**src/rtl/core/cb64_pkg.sv**
```systemverilog
// Shared types, constants and functions of the chunked Base64 / CRC-32 encoder.
// Used by every module of the block by scoped names; depends on nothing.
`timescale 1ns / 1ps
`default_nettype none

package cb64_pkg;

   localparam logic [31:0] CRC_POLY          = 32'hEDB8_8320;
   localparam logic [31:0] CRC_INIT          = 32'hFFFF_FFFF;
   localparam logic [7:0]  PAD_CHAR          = 8'd61;
   localparam logic [7:0]  CHUNK_BYTES_RESET = 8'd93;
   localparam logic [5:0]  SEXTET_MASK       = 6'h3F;

   localparam int unsigned CSR_ADDR_W = 3;
   localparam int unsigned CSR_DATA_W = 32;
   localparam logic CSR_IDX_CHUNK_BYTES = 1'b0;

   localparam logic [1:0] GROUP_FULL = 2'd3;
   localparam logic [1:0] CHAR_LAST  = 2'd3;

   typedef struct packed {
      logic [23:0] triple;
      logic [1:0]  bytes;
      logic        chunk_end;
      logic [31:0] crc;
      logic [15:0] index;
   } group_type;

   function automatic logic [31:0] crc_update(input logic [31:0] crc_in,
                                              input logic [7:0]  data);
      logic [31:0] c;
      c = crc_in ^ {24'b0, data};
      for (int b = 0; b < 8; b++) begin
         c = c[0] ? ((c >> 1) ^ CRC_POLY) : (c >> 1);
      end
      return c;
   endfunction

   function automatic logic [7:0] b64_char(input logic [5:0] v);
      logic [7:0] c;
      logic [7:0] w;
      w = {2'b00, v & SEXTET_MASK};
      if (v < 6'd26) begin
         c = 8'd65 + w;
      end else if (v < 6'd52) begin
         c = 8'd71 + w;
      end else if (v < 6'd62) begin
         c = w - 8'd4;
      end else if (v == 6'd62) begin
         c = 8'd43;
      end else begin
         c = 8'd47;
      end
      return c;
   endfunction

endpackage

`default_nettype wire

```
**src/rtl/core/cb64_framer.sv**
```systemverilog
// Chunk framing: byte count, group assembly, running CRC-32 and chunk index.
// Builds one group record per completed group or chunk end; uses cb64_pkg.
`timescale 1ns / 1ps
`default_nettype none

module cb64_framer (
   input  wire                 clock,
   input  wire                 reset,
   input  wire  [7:0]          chunk_bytes,
   input  wire                 beat,
   input  wire  [7:0]          data_byte,
   input  wire                 end_of_image,
   output logic                push,
   output cb64_pkg::group_type group
);

   logic [15:0] held_ff,  held_in;
   logic [1:0]  fill_ff,  fill_in;
   logic [7:0]  count_ff, count_in;
   logic [31:0] crc_ff,   crc_in;
   logic [15:0] index_ff, index_in;

   logic [1:0]  n;
   logic [7:0]  cnt;
   logic        chunk_end;
   logic [31:0] crc_next;
   logic        emit;

   always_comb begin
      n         = fill_ff + 2'd1;
      cnt       = count_ff + 8'd1;
      chunk_end = end_of_image || (cnt == chunk_bytes);
      crc_next  = cb64_pkg::crc_update(crc_ff, data_byte);
      emit      = (n == cb64_pkg::GROUP_FULL) || chunk_end;

      case (n)
         2'd3:    group.triple = {held_ff, data_byte};
         2'd2:    group.triple = {held_ff[7:0], data_byte, 8'h00};
         default: group.triple = {data_byte, 16'h0000};
      endcase
      group.bytes     = n;
      group.chunk_end = chunk_end;
      group.crc       = crc_next ^ cb64_pkg::CRC_INIT;
      group.index     = index_ff;
      push            = beat && emit;

      held_in  = held_ff;
      fill_in  = fill_ff;
      count_in = count_ff;
      crc_in   = crc_ff;
      index_in = index_ff;
      if (beat) begin
         if (chunk_end) begin
            held_in  = 16'h0000;
            fill_in  = 2'd0;
            count_in = 8'd0;
            crc_in   = cb64_pkg::CRC_INIT;
            index_in = index_ff + 16'd1;
         end else begin
            count_in = cnt;
            crc_in   = crc_next;
            if (emit) begin
               held_in = 16'h0000;
               fill_in = 2'd0;
            end else begin
               held_in = {held_ff[7:0], data_byte};
               fill_in = n;
            end
         end
      end
   end

   always_ff @(posedge clock) begin
      if (reset) begin
         held_ff  <= 16'h0000;
         fill_ff  <= 2'd0;
         count_ff <= 8'd0;
         crc_ff   <= cb64_pkg::CRC_INIT;
         index_ff <= 16'd0;
      end else begin
         held_ff  <= held_in;
         fill_ff  <= fill_in;
         count_ff <= count_in;
         crc_ff   <= crc_in;
         index_ff <= index_in;
      end
   end

endmodule

`default_nettype wire

```
**src/rtl/core/cb64_group_fifo.sv**
```systemverilog
// Two-entry queue of group records between the framer and the serializer.
// Entries are cb64_pkg::group_type registers with read and write pointers.
`timescale 1ns / 1ps
`default_nettype none

module cb64_group_fifo (
   input  wire                 clock,
   input  wire                 reset,
   input  wire                 push,
   input  cb64_pkg::group_type push_group,
   input  wire                 pop,
   output logic                full,
   output logic                not_empty,
   output cb64_pkg::group_type head
);

   cb64_pkg::group_type entry_ff [2];
   logic                wr_ptr_ff, wr_ptr_in;
   logic                rd_ptr_ff, rd_ptr_in;
   logic [1:0]          count_ff,  count_in;

   always_comb begin
      full      = (count_ff == 2'd2);
      not_empty = (count_ff != 2'd0);
      head      = entry_ff[rd_ptr_ff];
      wr_ptr_in = push ? ~wr_ptr_ff : wr_ptr_ff;
      rd_ptr_in = pop  ? ~rd_ptr_ff : rd_ptr_ff;
      count_in  = count_ff + {1'b0, push} - {1'b0, pop};
   end

   always_ff @(posedge clock) begin
      if (push) begin
         entry_ff[wr_ptr_ff] <= push_group;
      end
   end

   always_ff @(posedge clock) begin
      if (reset) begin
         wr_ptr_ff <= 1'b0;
         rd_ptr_ff <= 1'b0;
         count_ff  <= 2'd0;
      end else begin
         wr_ptr_ff <= wr_ptr_in;
         rd_ptr_ff <= rd_ptr_in;
         count_ff  <= count_in;
      end
   end

endmodule

`default_nettype wire

```
**src/rtl/core/cb64_serializer.sv**
```systemverilog
// Turns the head group record into four characters, one per beat, into the
// registered result stage; uses cb64_pkg for the alphabet and pad character.
`timescale 1ns / 1ps
`default_nettype none

module cb64_serializer (
   input  wire                 clock,
   input  wire                 reset,
   input  wire                 group_valid,
   input  cb64_pkg::group_type group,
   output logic                pop,
   output logic                out_valid,
   input  wire                 out_stall,
   output logic [7:0]          out_char,
   output logic                last_of_group,
   output logic                end_of_chunk,
   output logic [31:0]         chunk_crc,
   output logic [15:0]         chunk_index
);

   logic [1:0]  k_ff, k_in;
   logic        valid_ff, valid_in;
   logic [7:0]  char_ff, char_in;
   logic        last_ff, last_in;
   logic        eoc_ff, eoc_in;
   logic [31:0] crc_ff, crc_in;
   logic [15:0] index_ff, index_in;

   logic       load;
   logic [5:0] sextet;

   always_comb begin
      load = group_valid && (!valid_ff || !out_stall);
      pop  = load && (k_ff == cb64_pkg::CHAR_LAST);

      case (k_ff)
         2'd0:    sextet = group.triple[23:18];
         2'd1:    sextet = group.triple[17:12];
         2'd2:    sextet = group.triple[11:6];
         default: sextet = group.triple[5:0];
      endcase

      char_in  = (k_ff <= group.bytes) ? cb64_pkg::b64_char(sextet) : cb64_pkg::PAD_CHAR;
      last_in  = (k_ff == cb64_pkg::CHAR_LAST);
      eoc_in   = last_in && group.chunk_end;
      crc_in   = eoc_in ? group.crc : 32'h0;
      index_in = group.index;
      k_in     = load ? k_ff + 2'd1 : k_ff;
      valid_in = load || (valid_ff && out_stall);
   end

   always_ff @(posedge clock) begin
      if (reset) begin
         k_ff     <= 2'd0;
         valid_ff <= 1'b0;
      end else begin
         k_ff     <= k_in;
         valid_ff <= valid_in;
      end
   end

   always_ff @(posedge clock) begin
      if (load) begin
         char_ff  <= char_in;
         last_ff  <= last_in;
         eoc_ff   <= eoc_in;
         crc_ff   <= crc_in;
         index_ff <= index_in;
      end
   end

   assign out_valid     = valid_ff;
   assign out_char      = char_ff;
   assign last_of_group = last_ff;
   assign end_of_chunk  = eoc_ff;
   assign chunk_crc     = crc_ff;
   assign chunk_index   = index_ff;

endmodule

`default_nettype wire

```
**src/rtl/core/chunk_base64_crc32_encoder.sv**
```systemverilog
// Top level of the chunked Base64 encoder with per-chunk CRC-32.
// Instantiates cb64_framer, cb64_group_fifo and cb64_serializer; uses cb64_pkg.
//
// Usage:
//   req_ channel: one raw byte per beat, req_end_of_image on the image's last byte.
//   rsp_ channel: one Base64 character per beat; every third byte of a chunk,
//   and every chunk end, gives four characters. The last of them carries
//   rsp_last_of_group, and at a chunk end rsp_end_of_chunk with the CRC-32.
//   rsp_chunk_index numbers the chunks from 0, wrapping at 65536.
//   csr_ port: register 0 at address 0 is chunk_bytes (reset 93).
// Timing:
//   A byte that closes a group goes into the two-entry group queue, then
//   its first character shows from the serializer's result register; one
//   character per cycle follows while rsp_stall is low. Bytes are taken in every
//   cycle while the queue has room; the serializer sets the sustained rate.
// Reset clears the chunk state and the queue; chunk_bytes returns to 93.
// When the receiver stalls, the result register holds; the queue then fills
// and req_stall rises until a group drains.
`timescale 1ns / 1ps
`default_nettype none

module chunk_base64_crc32_encoder (
   input  wire                              clock,
   input  wire                              reset,
   input  wire                              req_valid,
   output logic                             req_stall,
   input  wire  [7:0]                       req_data_byte,
   input  wire                              req_end_of_image,
   output logic                             rsp_valid,
   input  wire                              rsp_stall,
   output logic [7:0]                       rsp_out_char,
   output logic                             rsp_last_of_group,
   output logic                             rsp_end_of_chunk,
   output logic [31:0]                      rsp_chunk_crc,
   output logic [15:0]                      rsp_chunk_index,
   input  wire                              csr_psel,
   input  wire                              csr_penable,
   input  wire                              csr_pwrite,
   input  wire  [cb64_pkg::CSR_ADDR_W-1:0]  csr_paddr,
   input  wire  [cb64_pkg::CSR_DATA_W-1:0]  csr_pwdata,
   output logic [cb64_pkg::CSR_DATA_W-1:0]  csr_prdata,
   output logic                             csr_pready
);

   logic [7:0]          chunk_bytes_ff, chunk_bytes_in;
   logic                csr_hit;
   logic                req_beat;
   logic                push;
   cb64_pkg::group_type push_group;
   cb64_pkg::group_type head;
   logic                pop;
   logic                fifo_full;
   logic                fifo_not_empty;

   always_comb begin
      csr_pready     = 1'b1;
      csr_hit        = (csr_paddr[2] == cb64_pkg::CSR_IDX_CHUNK_BYTES);
      chunk_bytes_in = chunk_bytes_ff;
      if (csr_psel && csr_penable && csr_pwrite && csr_pready && csr_hit) begin
         chunk_bytes_in = csr_pwdata[7:0];
      end
      csr_prdata = csr_hit ? {24'b0, chunk_bytes_ff} : '0;
      req_stall  = fifo_full;
      req_beat   = req_valid && !req_stall;
   end

   always_ff @(posedge clock) begin
      if (reset) begin
         chunk_bytes_ff <= cb64_pkg::CHUNK_BYTES_RESET;
      end else begin
         chunk_bytes_ff <= chunk_bytes_in;
      end
   end

   cb64_framer u_framer (
      .clock        (clock),
      .reset        (reset),
      .chunk_bytes  (chunk_bytes_ff),
      .beat         (req_beat),
      .data_byte    (req_data_byte),
      .end_of_image (req_end_of_image),
      .push         (push),
      .group        (push_group)
   );

   cb64_group_fifo u_fifo (
      .clock      (clock),
      .reset      (reset),
      .push       (push),
      .push_group (push_group),
      .pop        (pop),
      .full       (fifo_full),
      .not_empty  (fifo_not_empty),
      .head       (head)
   );

   cb64_serializer u_serializer (
      .clock         (clock),
      .reset         (reset),
      .group_valid   (fifo_not_empty),
      .group         (head),
      .pop           (pop),
      .out_valid     (rsp_valid),
      .out_stall     (rsp_stall),
      .out_char      (rsp_out_char),
      .last_of_group (rsp_last_of_group),
      .end_of_chunk  (rsp_end_of_chunk),
      .chunk_crc     (rsp_chunk_crc),
      .chunk_index   (rsp_chunk_index)
   );

endmodule

`default_nettype wire

```
**config.mk**
```make
export PLATFORM = sky130hd
export DESIGN_NAME = chunk_base64_crc32_encoder
export DESIGN_NICKNAME = d
export VERILOG_FILES = /design/src/rtl/core/cb64_pkg.sv /design/src/rtl/core/cb64_framer.sv /design/src/rtl/core/cb64_group_fifo.sv /design/src/rtl/core/cb64_serializer.sv /design/src/rtl/core/chunk_base64_crc32_encoder.sv
export SDC_FILE = /design/constraint.sdc
export NUM_CORES = 1
export LEC_CHECK = 0
export ABC_AREA = 0
export BUFFER_PORTS_ARGS = -buffer_cell sky130_fd_sc_hd__buf_2
export CORE_MARGIN = 4
export CORE_UTILIZATION = 35
export CTS_CLUSTER_SIZE = 40
export DETAILED_ROUTE_END_ITERATION = 16
export PLACE_DENSITY = 0.57
export SLEW_MARGIN = 20
export SYNTH_ARGS = -nofsm -noshare
export SYNTH_HDL_FRONTEND = slang
export SYNTH_SLANG_ARGS = --single-unit
```
**constraint.sdc**
```tcl
create_clock -name clock -period 7.8 [get_ports clock]
set_input_delay 0.78 -clock clock [delete_from_list [all_inputs] [get_ports clock]]
set_output_delay 0.78 -clock clock [all_outputs]
set_load 0.03 [all_outputs]
```
## Yosys cells after proc, flatten, opt, wreduce, memory -nomap -nowiden

Memory sizes are Yosys's and may differ from the RTL's. A register that Yosys moved wholly into a read port is not among the register bits.
Cells that the tools add are included.

- ROM bits: 0
- Memories kept: 1
- Latch bits: 0
- Output and inout port bits: 93
- Input bits: 51
- Bits in registers: 147
- Word-level logic and storage cells: 95
- RAM bits: 150

Memory list:

| memory | depth | bits a word | rd ports | clocked after memory_dff | wr ports | RTL line | source |
|---|---|---|---|---|---|---|---|
| u_fifo.entry_ff | 2 | 75 | 1 | 1 | 1 | cb64_group_fifo.sv:17 | `cb64_pkg::group_type entry_ff [2];` |

- Bitwise operators: 13
- Shift operators: 0
- Multiplexer cells: 25
- Multiply operators: 0
- Add/sub/neg operators: 9
- Reduce and logical (&&, ||, !) cells: 19
- Divide/modulo/power cells: 0
- Order comparisons: 4
- Equal/unequal tests: 8

Operators by type and width:

| operator | number |
|---|---|
| two-way mux 32 bit | 9 |
| NOT 13 -> 14 bit | 8 |
| case mux 24 bit (2 select lines) | 1 |
| two-way mux 8 bit | 5 |
| two-way mux 16 bit | 2 |
| NOT 32 bit | 1 |
| XOR 32 x 8 -> 32 bit | 1 |
| case mux 6 bit (3 select lines) | 1 |
| adder 16 x 1 -> 16 bit (second input constant) | 1 |
| adder 7 x 6 -> 8 bit (first input constant) | 2 |
| < comparator 6 bit (second input constant) | 2 |
| == test 2 bit (second input constant) | 5 |
| logical AND 1 bit | 9 |
| adder 8 x 1 -> 8 bit (second input constant) | 1 |
| == test 8 bit | 1 |
| subtractor 6 x 3 -> 7 bit (second input constant) | 1 |
| == test 6 bit (second input constant) | 1 |
| < comparator 6 x 5 -> 1 bit (second input constant) | 1 |
| adder 2 x 1 -> 2 bit (second input constant) | 2 |
| logical OR 1 bit | 4 |
| two-way mux 1 bit | 4 |
| two-way mux 2 bit | 2 |
| logical NOT 1 bit | 3 |
| two-way mux 3 bit | 1 |
| 8 further kinds | 10 |

## Longest topological paths before layout

- Word-level depth: 18
- Mapped depth: 13
- Mapped depth without buffers: 12

## Cells and area by module

A second synthesis with hierarchy kept.

- Cell total of the unflattened synthesis: 1051
- Area total of the unflattened synthesis: 13480.4 um^2

Modules (own cells, without submodules):

| module | times used | sequential area each (um^2) | cells an instance | area each (um^2) |
|---|---|---|---|---|
| cb64_group_fifo | 1 | 4604.4 | 254 | 5833.1 |
| cb64_framer | 1 | 1481.4 | 528 | 4342.9 |
| cb64_serializer | 1 | 1801.7 | 198 | 2692.6 |
| chunk_base64_crc32_encoder | 1 | 160.2 | 71 | 611.8 |

## Worst setup path after synthesis

OpenSTA, ideal clock, no wires.

- Kind: flip-flop to flip-flop
- From: reg u_framer.count_ff[2]
- To: mem u_fifo.entry_ff[0][0] (netlist name), enable pin
- Arrival time: 4.959 ns
- Data required time: 7.291 ns
- Path slack: 2.332 ns
- Clock period less this slack: 5.468 ns
- Setup time: 0.509 ns
- Stages on the path, launching flop included: 8
- Path buffers: 1
- Cell sequence: dfxtp_1 buf_4 and4_1 a21boi_1 or3_4 a2111oi_4 o31ai_1 nor2_1

- Word-level cells in the longest chain between the ends: 7

RTL lines:

| element | RTL line | source |
|---|---|---|
| start: declaration | cb64_framer.sv:19 | `logic [7:0] count_ff, count_in;` |
| start signal: assignment | cb64_framer.sv:83 | `count_ff <= count_in;` |
| adder 8 x 1 -> 8 bit | cb64_framer.sv:31 | `cnt = count_ff + 8'd1;` |
| == test 8 bit | cb64_framer.sv:32 | `chunk_end = end_of_image \|\| (cnt == chunk_bytes);` |
| logical OR 1 bit | cb64_framer.sv:32 |  |
| logical OR 1 bit | cb64_framer.sv:34 | `emit = (n == cb64_pkg::GROUP_FULL) \|\| chunk_end;` |
| logical AND 1 bit | cb64_framer.sv:45 | `push = beat && emit;` |
| two-way mux 1 bit | cb64_group_fifo.sv:32 | `if (push) begin` |
| two-way mux 1 bit (not written as such) | cb64_group_fifo.sv:33 | `entry_ff[wr_ptr_ff] <= push_group;` |
| end: declaration | cb64_group_fifo.sv:17 |  |

Every way passes these cells.

## Worst setup path after layout

- From: reg u_framer.count_ff[2]
- To: mem u_fifo.entry_ff[1][59] (netlist name), enable pin

The elaborated chain is that of the path after synthesis.

==> metrics <==
CP endpoint kind=flip-flop; Final Cell Area=about 15000 um2; reg2reg path depth=7; Final Slew Violations=0; PwrDens=approximately 300 nW/um2; number of distinct library cells after synthesis=55; post-layout util=0.411; Die W=approximately 200 um; combinational power share=0.169; drt first pass iters=5; CP Data Arrival Time=~4.0 ns; CTS Root Cell=clkbuf_16; predominant post-synthesis flop cell=edfxtp_1; largest net degree at the start of global routing=between 70 and 80; hpwl dp=16.3 mm; maximum clock insertion buffer count=3; P_int=between 3000 and 4000 uW; max-cap check violation count=0; Critical Path RT=between 7 and 8 ns; Sw Ratio=0.271; min Tclk post-route=3.90 ns; fmax=around 260 MHz; GRT Overall Usage=0.128; DR iter-0 viols=slightly below 500; Cell Area, Synth=around 13000 um2; Vias/cell=4.82; FF-to-FF End=u_fifo.entry_ff[1][59]; worst clock skew=~0.012 ns; I/O pin total=around 140; worst rel slew slack=0.327; crit path cell chain=and4_1, a21boi_1, or3_4, a2111oi_4, o31ai_1, nor2_4, buf_4; leakage power=~0.0051 uW; Sink Count=between 200 and 300; GRT overflow=0; unrepaired setup endpoints after global routing=no; later-pin clock latency in the skew report=0.50 ns; Initial Utilization=0.354; layout cells sized above 1=0.171; die height=197 um; initial antenna violation count=1; slowest stage cell, crit path=buf_4; status=complete, no violations; critical path class=reg2reg; # setup viols final=0; switching pwr=~1200 uW; PnR Total Power=4330 uW; hold path startpoint=u_framer.index_ff[15]; Startpoint Class=flip-flop; crit-path leading delay family=simple AND/OR/NAND/NOR gates; full die area=approximately 40000 um2; CP Max Fanout=55; Seq cells post-synth=about 300; Clock power frac=0.378; sequential area share after synthesis=0.643; worst r2r src=u_framer.count_ff[2]; Post-synth ARST share=0; GPL Wtd Cong=0.776; CTS tree=yes; # port buffers=92; register area=approximately 8100 um2; sequential fraction of design power=0.453; num rows=69; Setup Buffers After CTS=0; CP Launch Point=u_framer.count_ff[2]; Hold WC Path Type=reg2reg; core area=about 35000 um2; Buf+Inv Stages, Crit Path=1; DR DRC count=0; first-pass GRT wire length=40.4 mm; number of global-route vias before repair=~7500; ANT nets after route=0; number of fill cells in the layout=3381; VDD IR-drop max=around 0.11 mV; syn_area_per_cell=12.9 um2; total CTS buffers=34; Wirelength per Cell=roughly 16 um; WL final=25.4 mm; n_diodes=0; synthesis-to-finish area growth=16.2%; number of enable flip-flop cells after synthesis=208; H-tree levels=2; Multi-input gate area=approximately 4200 um2; DP Area=roughly 13000 um2; total negative slack=0 ns; via count=between 7000 and 8000; fin crit share=0.500; fin nets=~1100; Post-Synthesis Cells=a little under 1000; clock-pin slew on the worst setup and hold paths=around 0.060 ns; max incr delay on CP=roughly 0.73 ns; Slew @ Worst Pin=about 1 ns; cts hold-fix bufs=0; Hold Path Depth=0; final hold vios=0; YS warnings=0; Hold EP=u_fifo.entry_ff[0][15]; reg2reg setup slack=3.90 ns; CTS resizes=0
## state kept, by name (all words and copies together), names as in the netlist, named ones only
register / cells
u_framer.crc_ff: 32
u_framer.fill_ff: 2
u_framer.index_ff: 16
u_serializer.out_char: 8
chunk_bytes_ff: 8
u_serializer.out_valid: 1
u_serializer.last_of_group: 1
u_serializer.chunk_index: 16
u_framer.count_ff: 8
u_fifo.count_ff: 2
u_fifo.entry_ff: 150
u_serializer.chunk_crc: 32
u_serializer.end_of_chunk: 1
u_serializer.k_ff: 2
u_framer.held_ff: 16
u_fifo.rd_ptr_ff: 1
u_fifo.wr_ptr_ff: 1
## power by group through the flow
stage          clock network [uW]  registers (uW)  logic, uW
5_1_grt                      1740            1970        811
3_3_place_gp                    0            1990        730
4_1_cts                      1680            1960        745
3_5_place_dp                    0            1990        741
2_1_floorplan                   0            2040        494
6_report                     1640            1960        733
## synthesized netlist by cell type, drive strengths merged, types with 16 or more instances
cell type / n / area, um2
mux2i: 42 / 420
a22o: 17 / 149
xnor2: 67 / 587
nand2: 91 / 342
dfxtp: 90 / 1800
ha: 18 / 225
nor2: 75 / 282
buf: 42 / 265
xor2: 34 / 298
a21oi: 22 / 110
inv: 18 / 67.6
o211ai: 37 / 278
mux2: 21 / 236
a22oi: 28 / 210
edfxtp: 208 / 6250
clkbuf: 26 / 97.6
nand3: 23 / 115
o21ai: 16 / 91.3
## cells by family after synthesis
group | share of synthesized area
xor gates and xnor gates | 0.0707
adders and majority gates | 0.0180
and+or+nand+nor | 0.0955
AOI/OAI and AO/OA | 0.0856
buffers and inverters | 0.0344
other | 0.000600
DFF | 0.643
muxes | 0.0525
## layer usage
metal,global-route usage,vias to the layer above,wire length (um)
met5,0,-,0
met4,0.0365,0,481
li1,-,3657,-
met3,0.0235,36,1070
met1,0.182,3604,12300
met2,0.203,151,11500
## area by class of cell
class,count,area share
clock inverters,15,0.0145
inverters,18,0.00464
well taps,461,0.0396
repair buffers,100,0.0358
flip-flops and latches,298,0.553
clock buffers,46,0.0658
multi-input cells,608,0.286
## worst max-delay path by stage
| stage | slack, ns | cells past startpoint | end |
|---|---|---|---|
| after floorplan | 2.33 | 7 | u_fifo.entry_ff[0][0] |
| after global placement | 3.88 | 7 | u_fifo.entry_ff[1][47] |
| after detailed placement | 3.86 | 7 | u_fifo.entry_ff[1][47] |
| after CTS | 3.84 | 7 | u_fifo.entry_ff[1][60] |
| after global routing | 3.56 | 8 | u_fifo.entry_ff[1][60] |
| final | 3.90 | 7 | u_fifo.entry_ff[1][59] |
## layout by cell type (no fill, tap or decap), drive strengths merged, types with 34 or more instances in the layout
cell    instances
buf           100
clkbuf         46
dfxtp          90
edfxtp        208
mux2i          42
nand2          91
nor2           75
o211ai         37
xnor2          67
xor2           34
## per-stage QoR
step	hold WS (ns)	cells	worst slack, ns
floorplan	0.440	992	2.33
global placement	0.451	1485	3.88
detailed placement	0.464	1485	3.86
CTS	0.477	1546	3.84
global route	0.492	1546	3.56
finish	0.472	1546	3.90
(Power assumes the default switching activity.)
